==> config.mk <==
export PLATFORM = sky130hd
export DESIGN_NAME = cagc_ctrl
export DESIGN_NICKNAME = d
export VERILOG_FILES = /design/src/design/cagc_pkg.sv /design/src/design/cagc_ctrl.sv
export SDC_FILE = /design/constraint.sdc
export NUM_CORES = 1
export LEC_CHECK = 0
export CAP_MARGIN = 20
export CORE_MARGIN = 2
export CORE_UTILIZATION = 35
export CTS_BUF_LIST = sky130_fd_sc_hd__clkbuf_2
export DETAILED_ROUTE_END_ITERATION = 6
export DONT_BUFFER_PORTS = 1
export HOLD_SLACK_MARGIN = 0.08
export SLEW_MARGIN = 20
export SYNTH_ARGS = -nofsm -noshare
export SYNTH_HDL_FRONTEND = slang
export SYNTH_SLANG_ARGS = --single-unit
==> constraint.sdc <==
create_clock -name clk -period 3.2 [get_ports clk]
set_input_delay 0.16 -clock clk [delete_from_list [all_inputs] [get_ports clk]]
set_output_delay 0.16 -clock clk [all_outputs]
set_load 0.03 [all_outputs]
==> src/design/cagc_pkg.sv <==
`timescale 1ns / 1ps
// ----------------------------------------------------------------------------
// cagc_pkg: shared types and constants
// Field widths, register indexes, fixed-point formats and datapath commands.
// ----------------------------------------------------------------------------
package cagc_pkg;

  localparam int TARGET_W      = 15;
  localparam int GAIN_W        = 21;
  localparam int BIAS_FRAC     = 18;
  localparam int AVG_FRAC      = 16;
  localparam int GAIN_FRAC     = 16;
  localparam int CFG_IDX_W     = 4;
  localparam int CFG_DATA_W    = 21;
  // (target << 32) >= (avg << 21)  <=>  (target << 11) >= avg
  localparam int DIV_PRE_SHIFT = AVG_FRAC + GAIN_FRAC - GAIN_W;

  localparam int DEF_SAMPLE_WIDTH = 16;
  localparam int DEF_BIAS_SHIFT   = 18;
  localparam int DEF_AVG_SHIFT    = 16;

  localparam logic [TARGET_W-1:0]  TARGET_RESET   = 15'd8192;
  localparam logic [GAIN_W-1:0]    MAX_GAIN_RESET = 21'd1310720;
  localparam logic [GAIN_W-1:0]    UNITY_GAIN     = 21'd65536;

  localparam logic [CFG_IDX_W-1:0] REG_TARGET     = 4'd0;
  localparam logic [CFG_IDX_W-1:0] REG_MAX_GAIN   = 4'd1;

  // fraction bits of the corrected sample
  function automatic int mag_frac(int sw);
    return (31 - sw > BIAS_FRAC) ? BIAS_FRAC : 31 - sw;
  endfunction

  // width of the corrected sample
  function automatic int diff_w(int sw);
    return sw + 1 + mag_frac(sw);
  endfunction

  typedef enum logic [3:0] {
    OP_NONE,
    OP_LOAD,
    OP_SQ_I,
    OP_SQ_Q,
    OP_SQRT_INIT,
    OP_SQRT_STEP,
    OP_AVG,
    OP_DIV_INIT,
    OP_DIV_STEP,
    OP_GAIN,
    OP_MUL_I,
    OP_MUL_Q,
    OP_RES_Q
  } dp_op_t;

  typedef struct packed {
    dp_op_t op;
    logic   load_out;
  } dp_cmd_t;

endpackage

==> src/design/cagc_ctrl.sv <==
`timescale 1ns / 1ps
// ----------------------------------------------------------------------------
// cagc_ctrl: AGC sequencer
// Steps the datapath through one item and hands the result to the output
// register.
// ----------------------------------------------------------------------------
module cagc_ctrl #(
  parameter int SAMPLE_WIDTH = cagc_pkg::DEF_SAMPLE_WIDTH
) (
  input  logic              clk,
  input  logic              rst,
  input  logic              in_valid,
  output logic              in_ready,
  output logic              out_valid,
  input  logic              out_ready,
  output cagc_pkg::dp_cmd_t cmd
);
  import cagc_pkg::*;

  localparam int SQRT_STEPS = diff_w(SAMPLE_WIDTH) + 1;
  localparam int DIV_STEPS  = GAIN_W;
  localparam int MAX_STEPS  = (SQRT_STEPS > DIV_STEPS) ? SQRT_STEPS : DIV_STEPS;
  localparam int CNT_W      = $clog2(MAX_STEPS);

  typedef enum logic [3:0] {
    S_IDLE,
    S_SQ_I,
    S_SQ_Q,
    S_SQRT_INIT,
    S_SQRT,
    S_AVG,
    S_DIV_INIT,
    S_DIV,
    S_GAIN,
    S_MUL_I,
    S_MUL_Q,
    S_RES_Q,
    S_EMIT
  } state_t;

  state_t             state;
  logic [CNT_W-1:0]   cnt;
  logic               emit;

  assign in_ready     = (state == S_IDLE);
  assign emit         = (state == S_EMIT) && (!out_valid || out_ready);

  always_comb begin
    cmd.load_out = emit;
    unique case (state)
      S_IDLE:      cmd.op = in_valid ? OP_LOAD : OP_NONE;
      S_SQ_I:      cmd.op = OP_SQ_I;
      S_SQ_Q:      cmd.op = OP_SQ_Q;
      S_SQRT_INIT: cmd.op = OP_SQRT_INIT;
      S_SQRT:      cmd.op = OP_SQRT_STEP;
      S_AVG:       cmd.op = OP_AVG;
      S_DIV_INIT:  cmd.op = OP_DIV_INIT;
      S_DIV:       cmd.op = OP_DIV_STEP;
      S_GAIN:      cmd.op = OP_GAIN;
      S_MUL_I:     cmd.op = OP_MUL_I;
      S_MUL_Q:     cmd.op = OP_MUL_Q;
      S_RES_Q:     cmd.op = OP_RES_Q;
      default:     cmd.op = OP_NONE;
    endcase
  end

  always_ff @(posedge clk) begin
    if (rst) begin
      state     <= S_IDLE;
      cnt       <= '0;
      out_valid <= 1'b0;
    end else begin
      if (emit) begin
        out_valid <= 1'b1;
      end else if (out_ready) begin
        out_valid <= 1'b0;
      end
      unique case (state)
        S_IDLE: begin
          if (in_valid) begin
            state <= S_SQ_I;
          end
        end
        S_SQ_I:      state <= S_SQ_Q;
        S_SQ_Q:      state <= S_SQRT_INIT;
        S_SQRT_INIT: begin
          cnt   <= '0;
          state <= S_SQRT;
        end
        S_SQRT: begin
          if (cnt == CNT_W'(SQRT_STEPS - 1)) begin
            state <= S_AVG;
          end
          cnt <= cnt + 1'b1;
        end
        S_AVG:       state <= S_DIV_INIT;
        S_DIV_INIT: begin
          cnt   <= '0;
          state <= S_DIV;
        end
        S_DIV: begin
          if (cnt == CNT_W'(DIV_STEPS - 1)) begin
            state <= S_GAIN;
          end
          cnt <= cnt + 1'b1;
        end
        S_GAIN:      state <= S_MUL_I;
        S_MUL_I:     state <= S_MUL_Q;
        S_MUL_Q:     state <= S_RES_Q;
        S_RES_Q:     state <= S_EMIT;
        S_EMIT: begin
          if (emit) begin
            state <= S_IDLE;
          end
        end
        default:     state <= S_IDLE;
      endcase
    end
  end

  a_busy_after_accept: assert property (@(posedge clk) disable iff (rst)
    (in_valid && in_ready) |=> !in_ready)
    else $error("item accepted while busy");

  a_sqrt_count: assert property (@(posedge clk) disable iff (rst)
    state == S_SQRT |-> cnt < CNT_W'(SQRT_STEPS))
    else $error("square root step count overrun");

  a_div_count: assert property (@(posedge clk) disable iff (rst)
    state == S_DIV |-> cnt < CNT_W'(DIV_STEPS))
    else $error("divider step count overrun");

  a_emit_waits: assert property (@(posedge clk) disable iff (rst)
    (state == S_EMIT && out_valid && !out_ready) |=> state == S_EMIT)
    else $error("result overwrote an untaken item");

endmodule

Yosys cells after proc, flatten, opt, wreduce, memory -nomap -nowiden
Index checks and enable logic that the tools add are counted.
{"block": "word_totals", "output_inout_bits": 7, "reg_bits": 11, "elab_cells": 41, "inputBits": 4}
{"block": "op_classes", "n_reduce_logical": 9, "eq_ne": 18, "n_addsub": 1, "muxes": 10}
{"operator": "4-bit one-hot mux with 13 select lines", "n": 1}
{"operator": "4-bit one-hot mux with 12 select lines", "n": 1}
{"operator": "4-bit equality test (second input constant)", "n": 5}
{"operator": "4-bit by 3-bit equality test with 1-bit output (second input constant)", "n": 4}
{"operator": "4-bit 2-to-1 mux", "n": 4}
{"operator": "6-bit one-hot mux with 2 select lines", "n": 1}
{"operator": "4-bit by 2-bit equality test with 1-bit output (second input constant)", "n": 2}
{"operator": "2-bit != test (second input constant)", "n": 4}
{"operator": "6-bit by 1-bit adder with 6-bit output (second input constant)", "n": 1}
{"operator": "6-bit by 5-bit equality test with 1-bit output (second input constant)", "n": 1}
{"operator": "6-bit equality test (second input constant)", "n": 1}
{"operator": "4-bit by 1-bit equality test with 1-bit output (second input constant)", "n": 1}
{"operator": "4-bit logical NOT", "n": 1}
{"operator": "4-bit AND reduction", "n": 1}
{"operator": "2-bit nonzero test", "n": 2}
{"operator": "2-bit OR reduction", "n": 2}
{"operator": "1-bit 2-to-1 mux", "n": 3}
{"operator": "1-bit logical AND", "n": 1}
{"operator": "1-bit logical NOT", "n": 1}
{"operator": "1-bit logical OR", "n": 1}

Logic depth before layout (Yosys ltp)
Gate-level depths: netlist of the first run.
{"block": "logic_depth", "depth_word": 5, "depth_mapped": 6, "ltp_nobuf": 6}

Least setup slack after synthesis of the first run
OpenSTA, ideal clock, no wires.
{"block": "synth_timing", "path_type": "flip-flop to output port", "startpoint": "register state[2]", "endpoint": "output in_ready", "stages_incl_launch_ff": 3, "path_slack_ns": 1.573, "t_arrival_ns": 1.467, "required_time_ns": 3.040, "path_buffers": 1, "path_cell_list": "dfxtp_1 buf_4 nor4_1"}
{"block": "synth_between", "elab_chain_cells": 1}
{"item": "start: declaration", "line_no": "cagc_ctrl.sv:41", "rtl": "state_t state;"}
{"item": "start signal: assignment", "line_no": "cagc_ctrl.sv:69", "rtl": "state <= S_IDLE;"}
{"item": "start signal: assignment", "line_no": "cagc_ctrl.sv:81", "rtl": "state <= S_SQ_I;"}
{"item": "start signal: assignment", "line_no": "cagc_ctrl.sv:84", "rtl": "S_SQ_I: state <= S_SQ_Q;"}
{"item": "4-bit logical NOT", "line_no": "cagc_ctrl.sv:45", "rtl": "assign in_ready = (state == S_IDLE);"}
{"item": "end: declaration", "line_no": "cagc_ctrl.sv:13", "rtl": "output logic in_ready,"}
No other way between the ends.

Worst setup path in the final report of the first run
{"block": "layout_timing", "startpoint": "register state[2]", "endpoint": "register state[2]"}
{"block": "layout_between", "elab_chain_cells": 4, "elab_cells_between_ends": 20, "classes_between": "eq/ne (16); mux (1); reduce/logical (3)"}
{"item": "4-bit equality test", "line_no": "cagc_ctrl.sv:46, cagc_ctrl.sv:78"}
{"item": "1-bit logical AND", "line_no": "cagc_ctrl.sv:46", "rtl": "assign emit = (state == S_EMIT) && (!out_valid || out_ready);"}
{"item": "2-bit != test (no line)"}
{"item": "4-bit AND reduction (no line)"}
Several ways; a longest one is shown, not always the timed one.
A chain may end at the register's enable or synchronous reset.

==> results of run 1 <==
[final cells by class]
| type | count | area [um2] |
|---|---|---|
| Clock buffer | 4 | 20.02 |
| Inverter | 4 | 15.01 |
| Tap cell | 27 | 33.78 |
| Timing Repair Buffer | 3 | 25.02 |
| Multi-Input combinational cell | 59 | 425.4 |
| Fill cell | 209 | 1182 |
| Sequential cell | 11 | 220.2 |
[per-stage QoR]
stage,hold WS [ns],power (mW)
floorplan,0.2262,0.4893
finish,0.1629,0.6066
CTS,0.1546,0.6100
global placement,0.2270,0.5254
global route,0.1575,0.6570
detailed placement,0.2285,0.5266
[sequential cells by signal, summed over array words and instances (netlist names)]
register	count
out_valid	1
state	4
cnt	6
[synth_stat cells (all sizes together) (2+ instances only)]
cell    count
nor2       12
buf         5
nand3       3
ha          2
xnor2       6
a21oi       5
o31ai       2
dfxtp      11
inv         4
mux2i       2
a221oi      2
nand2       4
nor3        3
nand2b      3
nor2b       2
[routing by layer]
metal / routed length [um] / track usage, %
met5: 0 / 0
met3: 83 / 3.704
met1: 625 / 15.90
met2: 540 / 15.30
met4: 0 / 4.286
[logic make-up (layout without fill, tap and decap cells)]
| family | after synthesis | in the layout | share of synthesized area, % |
|---|---|---|---|
| AOI/OAI and AO/OA | 14 | 14 | 18.42 |
| xor gates and xnor gates | 7 | 7 | 9.840 |
| DFF | 11 | 11 | 31.48 |
| and+or+nand+nor | 34 | 34 | 26.12 |
| adders and majority gates | 2 | 2 | 3.577 |
| muxes | 2 | 2 | 2.862 |
| buffers and inverters | 9 | 11 | 7.691 |
[power by group through the flow]
stage	Combinational, mW	Sequential, mW	Clock, mW
floorplan	0.311	0.178	0
global placement	0.302	0.224	0
detailed placement	0.303	0.224	0
CTS	0.305	0.220	0.0848
global route	0.335	0.228	0.0937
finish	0.304	0.222	0.0810
[worst max-delay path by stage]
stage | cells after the start | start | to
after floorplan | 2 | state[2] | in_ready
final | 4 | state[2] | state[2]
after global routing | 4 | state[3] | state[2]
after detailed placement | 4 | state[3] | state[2]
after global placement | 4 | state[2] | state[2]
after CTS | 2 | state[3] | cmd[3]
[critical path: cells and delay by family, from the launching register on]
| kind | cells | cell delay [ns] |
|---|---|---|
| AND/OR/NAND/NOR | 2 | 0.29 |
| AO/OA/AOI/OAI | 1 | 0.25 |
| multiplexers | 1 | 0.67 |
| flip-flops | 1 | 0.58 |
[timing repair]
action,in CTS,in global routing
resized for setup,0,0
hold buffers,1,0
endpoints found under the setup margin,0,0
hold endpoints to repair,4,0
==> results.yml, run 1 <==
clock_network:
  clk_latency_ns: 0.25
  htree_levels: 1
  path_clk_slew_ns: 0.11
  numCtsBuffers: 3
  cts_tree: "built"
  clk_path_buf_depth: 2
  cts_setup_buffers: 0
  root_buffer: "clkbuf_2"
  numClockSinks: 11
power:
  vdd_ir_drop_max_uv: 451.2
  switching_share_pct: 49.50
  switchingPower_mw: 0.3003
  internal_power_mw: 0.3064
  seqPwrFrac_pct: 36.5
  cellPowerDensity_nw_per_um2: 820.4
  p_clk_share_pct: 13.4
  p_leak_nw: 0.2535
  power_frac_comb_pct: 50.1
logic_synthesis:
  synth.avg_cell_area_um2: 8.853
  syn-cell-area_um2: 699.4
  yosysWarnings: 0
  synth_top_cell_by_area: "dfxtp_1"
  synth_flop_cell: "dfxtp_1"
  ys_seq_area_share_pct: 31.48
  ys_async_sr_fraction_pct: 0
  yosys.area.top_type_share_pct: 31.48
  synth-edff-count: 0
  synth_cell_type_count: 32
  yosys-top-cells-area: "dfxtp_1 (31%), xnor2_1 (7.5%), nor2_1 (5.9%)"
  synth_nets: 85
  synthCells: 79
  ys_ff_latch: 11
finish:
  diodes: 0
  final_cell_mix: "nor2_1 (11), dfxtp_1 (11), xnor2_1 (6)"
  fin_util_pct: 38.48
  final_area_um2: 739.5
  area_growth_pct: 5.724
  layout-drive-gt1-share_pct: 14.81
  nets: 88
  stdcell_count: 108
setup_path:
  critPathMaxStageDelay_ns: 0.67
  reg2reg_slack_ns: 1.34
  r2r_cells: 4
  path_class: "flip-flop to flip-flop"
  timing.rr.end: "state[2]"
  r2r-start: "state[2]"
  crit_required_ns: 3.38
  path_cells: "nand2b_1 -> mux2i_1 -> nor2_2 -> a221oi_2"
  cp.arrival_ns: 2.04
  startpoint_type: "flip-flop"
  crit_slowest_cell: "mux2i_1"
  worstSetupEndpointType: "flip-flop"
  crit_path_max_fanout: 12
routing:
  vias: 541
  drt_iter0_markers: 24
  drt-total-wl_um: 1250
  routedWlPerCell_um: 11.57
  routed_via_density: 5.009
  drt_first_pass_iters: 4
  drc: 0
  ant_nets: 0
placed_design:
  place_inst: 103
  gp_congestion: 0.8309
  post-dp-hpwl_um: 934.2
  dpl_cell_area_um2: 709.4
  io_buffers: 0
  dp_slack_ns: 1.379
timing:
  worst_slew_pin_slew_ns: 0.7867
  setup_viol: 0
  min_period_over_period_pct: 58.11
  drv_slew: 0
  max_slew_margin_pct: 46.05
  tns_ns: 0
  hold_viol: 0
  rsz0062_at_grt: "false"
  finalClockSkew_ns: 0.0008712
  fmax_mhz: 537.8
  fin_crit_ns: 1.859
  setup_ws_ns: 1.341
grt:
  antenna_found_initial: 0
  grt_max_degree: 17
  grt.overflow.total: 0
  grt_pass1_wl_um: 2076
  track_usage_pct: 11.13
  first_global_vias: 470
min_path:
  min_to: "out_valid"
  hold_path_class: "primary input to flip-flop"
  min_from: "out_ready"
  hold_depth: 2
die:
  io_pins: 11
  dieArea_um2: 2372
  num_rows: 16
  die_h_um: 48.70
  die_w_um: 48.70
  coreArea_um2: 1922
  initial_utilization_pct: 36.39
run:
  drv_cap: 0
outcome:
  status: "complete, no violations"
Power figures use the tool's default switching activity.
==> run 2: changes to the inputs <==
==> constraint.sdc (replaced) <==
create_clock -name clk -period 1.8 [get_ports clk]
set_input_delay 0.09 -clock clk [delete_from_list [all_inputs] [get_ports clk]]
set_output_delay 0.09 -clock clk [all_outputs]
set_load 0.03 [all_outputs]
==> run 2 against run 1 <==
Effect of this change: maximum frequency up 14%; clock power up 83%; via count up 4.1%; sequential power up 80%; critical path type unchanged; critical endpoint is now state[0]; largest power group unchanged.
==> results.yml, run 2 (synthesis results as in run 1) <==
finish:
  final_cell_mix: "nor2_1 (11), dfxtp_1 (11), buf_4 (7)"
  layout-drive-gt1-share_pct: 19.77
  diodes: 0
  reg.largest.list: "cnt: 6 flops, state: 4 flops, out_valid: 1 flops"
  regMostFlops: "cnt"
  largest_reg_flops: 6
  area_growth_pct: 11.09
  nets: 93
  fillCellCount: 214
grt:
  first_global_vias: 493
  track_usage_pct: 12.36
  grt.overflow.total: 0
  grt_max_degree: 15
  grt_pass1_wl_um: 2263
  antenna_found_initial: 0
timing:
  max_slew_margin_pct: 70.52
  drv_slew: 0
  finalClockSkew_ns: 0.005440
  fin_crit_ns: 1.636
  hold_viol: 0
  setup_viol: 0
  rsz0062_at_grt: "false"
  fmax_mhz: 611.4
  worst_slew_pin_slew_ns: 0.4416
  tns_ns: 0
  min_period_over_period_pct: 90.87
clock_network:
  root_buffer: "clkbuf_2"
  numClockSinks: 11
  cts_resized: 0
  clk_latency_ns: 0.26
  cts.hold.buffers_added: 1
  cts_setup_buffers: 0
  cts_tree: "built"
  clk_path_buf_depth: 2
  numCtsBuffers: 3
  path_clk_slew_ns: 0.12
  htree_levels: 1
power:
  cellPowerDensity_nw_per_um2: 1461
  vdd_ir_drop_max_uv: 886.4
  p_leak_nw: 0.2787
  total_power_mw: 1.135
placed_design:
  io_buffers: 0
  gp_congestion: 0.7831
  post-dp-hpwl_um: 956.9
routing:
  drt_iter0_markers: 13
  drt-total-wl_um: 1388
  drc: 0
  drt_first_pass_iters: 4
  routed_via_density: 4.982
  vias: 563
  routedWlPerCell_um: 12.28
  ant_nets: 0
die:
  num_rows: 16
  dieArea_um2: 2372
  io_pins: 11
  die_h_um: 48.70
  coreArea_um2: 1922
  initial_utilization_pct: 36.39
  die_w_um: 48.70
setup_path:
  critPathMaxStageDelay_ns: 0.61
  path_cells: "nand2b_1 -> o32ai_4 -> a2111oi_2 -> a32o_1"
  crit_path_max_fanout: 12
  path_class: "flip-flop to flip-flop"
  critPathLaunch: "state[2]"
  crit_required_ns: 1.96
  r2r-start: "state[2]"
  crit_cells: 4
  path_delay_family: "compound AO/OA/AOI/OAI gates"
  cp.arrival_ns: 1.80
  path_buf_inv: 0
  startpoint_type: "flip-flop"
  r2r_cells: 4
  worstSetupEndpointType: "flip-flop"
  crit_slowest_cell: "dfxtp_1"
run:
  drv_cap: 0
min_path:
  hold_path_class: "primary input to flip-flop"
  hold_depth: 2
  min_from: "out_ready"
outcome:
  status: "complete, no violations"
## run 2: cell count changes in the layout (fill, tap and decap cells not counted), sizes merged
cell,before,now
buf,2,7
## run 2: layer usage
layer | track usage (%) | share of wire [%] | wire length (um) | vias to the layer above
met5 | 0 | 0 | 0 | -
met1 | 16.83 | 51 | 708 | 259
li1 | - | - | - | 289
met3 | 2.778 | 3.7 | 52 | 2
met4 | 5.714 | 0.94 | 13 | 0
met2 | 18.49 | 44 | 614 | 13
## run 2: path summary, 6_finish.rpt
check	endpoint	slack, ns
worst max register to register	state[0]	0.16
worst max-delay path	state[0]	0.16
worst min-delay path	out_valid	0.09
worst min register to register	cnt[1]	0.55
## run 2: cell type report
type                            count  area (um2)  share of cell area (%)
Multi-Input combinational cell     59       425.4                   54.75
Sequential cell                    11       220.2                   28.34
Timing Repair Buffer                8       62.56                   8.052
Tap cell                           27       33.78                   4.348
Clock buffer                        4       20.02                   2.576
Inverter                            4       15.01                   1.932
## run 2: per-stage QoR
step | instances | utilization, % | worst slack [ns] | area, um2 | hold slack [ns]
after floorplan | 79 | - | 0.2428 | 699.4 | 0.1562
after global placement | 108 | 38.87 | 0.2418 | 747.0 | 0.1620
after detailed placement | 108 | 38.87 | 0.1943 | 747.0 | 0.1598
after CTS | 113 | 40.43 | 0.1715 | 777.0 | 0.08860
after global routing | 113 | 40.43 | 0.003225 | 777.0 | 0.08177
final | 113 | 40.43 | 0.1643 | 777.0 | 0.09451
## run 2: worst reg2reg max path: stages (launching register included)
cell and delay, ns:
dfxtp_1 0.61, nand2b_1 0.21, o32ai_4 0.41, a2111oi_2 0.08
a32o_1 0.24
## run 2: report_power, final
group | switching, mW | internal, mW
clock | 0.0894 | 0.0590
combinational | 0.353 | 0.235
sequential | 0.113 | 0.286
==> run 3: changes to the inputs <==
--- a/config.mk
+++ b/config.mk
@@ -11,6 +11,7 @@
 export CTS_BUF_LIST = sky130_fd_sc_hd__clkbuf_2
 export DETAILED_ROUTE_END_ITERATION = 6
 export DONT_BUFFER_PORTS = 1
+export GPL_TIMING_DRIVEN = 0
 export HOLD_SLACK_MARGIN = 0.08
 export SLEW_MARGIN = 20
 export SYNTH_ARGS = -nofsm -noshare
==> constraint.sdc (replaced) <==
create_clock -name clk -period 1.6 [get_ports clk]
set_input_delay 0.08 -clock clk [delete_from_list [all_inputs] [get_ports clk]]
set_output_delay 0.08 -clock clk [all_outputs]
set_load 0.03 [all_outputs]
==> run 3 against run 2 <==
Effect of this change: the run now ends with negative setup slack left; final cell count down 0.88%; routed wire length up 2.0%; clock power up 13%; largest power group unchanged; global-route usage up 1.3 points; non-clock buffer count down 1; clock-buffer cell count unchanged; utilization up 2.6 points; clock skew about the same; combinational power up 39%.
==> results.yml, run 3 (synthesis results as in run 1) <==
power:
  p_clk_share_pct: 12.4
  internal_power_mw: 0.6729
  cellPowerDensity_nw_per_um2: 1627
  switchingPower_mw: 0.6726
  seqPwrFrac_pct: 26.9
  power_frac_comb_pct: 60.7
  p_leak_nw: 0.2810
  total_power_mw: 1.345
  switching_share_pct: 49.99
  vdd_ir_drop_max_uv: 705.0
timing:
  min_period_over_period_pct: 100.0
  setup_ws_ns: -0.0007387
  worst_slew_pin_slew_ns: 0.7774
  hold_viol: 0
  setup_viol: 1
  hold_slack_ns: 0.1487
  rsz0062_at_grt: "true"
  fmax_mhz: 624.7
  drv_slew: 0
  finalClockSkew_ns: 0.005462
  max_slew_margin_pct: 47.74
  tns_ns: -0.0007387
  fin_crit_ns: 1.601
clock_network:
  path_clk_slew_ns: 0.12
  numClockSinks: 11
  numCtsBuffers: 3
  root_buffer: "clkbuf_2"
  cts_tree: "built"
  clk_path_buf_depth: 2
  clk_latency_ns: 0.27
  htree_levels: 1
  cts_setup_buffers: 0
setup_path:
  path_delay_family: "simple AND/OR/NAND/NOR gates"
  crit_path_max_fanout: 10
  path_cells: "buf_4 -> nor4_2"
  worstSetupEndpointType: "output pin"
  startpoint_type: "flip-flop"
  critPathMaxStageDelay_ns: 0.72
  cp.arrival_ns: 1.52
  crit_required_ns: 1.52
  path_buf_inv: 1
  path_class: "flip-flop to output pin"
  crit_slowest_cell: "nor4_2"
routing:
  drt_iter0_markers: 12
  drc: 0
  vias: 594
  drt-total-wl_um: 1416
  routedWlPerCell_um: 12.64
  routed_via_density: 5.304
  drt_first_pass_iters: 4
  ant_nets: 0
run:
  drv_cap: 0
placed_design:
  dp_slack_ns: -0.1050
  gp_congestion: 0.8005
  post-dp-hpwl_um: 1019
  dpl_cell_area_um2: 739.5
  io_buffers: 0
finish:
  layout-drive-gt1-share_pct: 27.06
  reg.largest.list: "cnt: 6 flops, state: 4 flops, out_valid: 1 flops"
  largest_reg_flops: 6
  regMostFlops: "cnt"
  final_cell_mix: "nor2_1 (10), dfxtp_1 (9), xnor2_1 (6)"
  fillCellCount: 208
  area_growth_pct: 18.25
  diodes: 0
  final_area_um2: 827.0
  nets: 92
  layout_commonest_cell: "nor2_1"
die:
  die_h_um: 48.70
  die_w_um: 48.70
  io_pins: 11
  coreArea_um2: 1922
  initial_utilization_pct: 36.39
  num_rows: 16
  dieArea_um2: 2372
outcome:
  violations: "negative setup slack"
  status: "finished with violations"
grt:
  grt.overflow.total: 0
  grt_max_degree: 11
  grt_pass1_wl_um: 2525
  antenna_found_initial: 0
  track_usage_pct: 13.67
  first_global_vias: 573
min_path:
  hold_path_class: "primary input to flip-flop"
-- run 3: path summary, 6_finish.rpt --
check | startpoint | to | slack (ns) | cells past startpoint
worst max-delay path | state[2] | in_ready | -0.0007 | 2
worst min-delay path | in_valid | state[2] | 0.15 | 2
worst max register to register | cnt[1] | state[0] | 0.11 | 6
worst min register to register | cnt[1] | cnt[1] | 0.55 | 2
-- run 3: power by group through the flow --
stage	logic [mW]	registers [mW]	clock network, mW
global route	0.883	0.368	0.183
floorplan	0.622	0.357	0
global placement	0.701	0.361	0
detailed placement	0.721	0.366	0
CTS	0.784	0.360	0.170
finish	0.817	0.362	0.167
-- run 3: layout make-up --
type,count,area [um2],area share (%)
clock buffer,4,20.02,2.421
timing repair buffer,2,20.02,2.421
multi-input combinational,59,474.2,57.34
buffer,5,41.29,4.992
sequential,11,222.7,26.93
tap,27,33.78,4.085
inverter,4,15.01,1.815
-- run 3: stage by stage --
stage,utilization [%],instances
after floorplan,-,79
after global placement,38.15,106
after detailed placement,38.48,106
after CTS,41.93,112
after global routing,43.03,112
final,43.03,112
-- run 3: layer usage --
metal,up-vias,track usage [%],wire [um]
met2,17,20.32,656
met3,4,1.852,72
met1,284,18.58,657
met4,0,8.571,29
li1,289,-,-
met5,-,0,0
-- run 3: repair_timing --
action | 4_1_cts | 5_1_grt
endpoints found under the hold margin | 5 | 0
setup endpoints to repair | 3 | 11
hold buffers | 2 | 0
resized for setup | 4 | 6
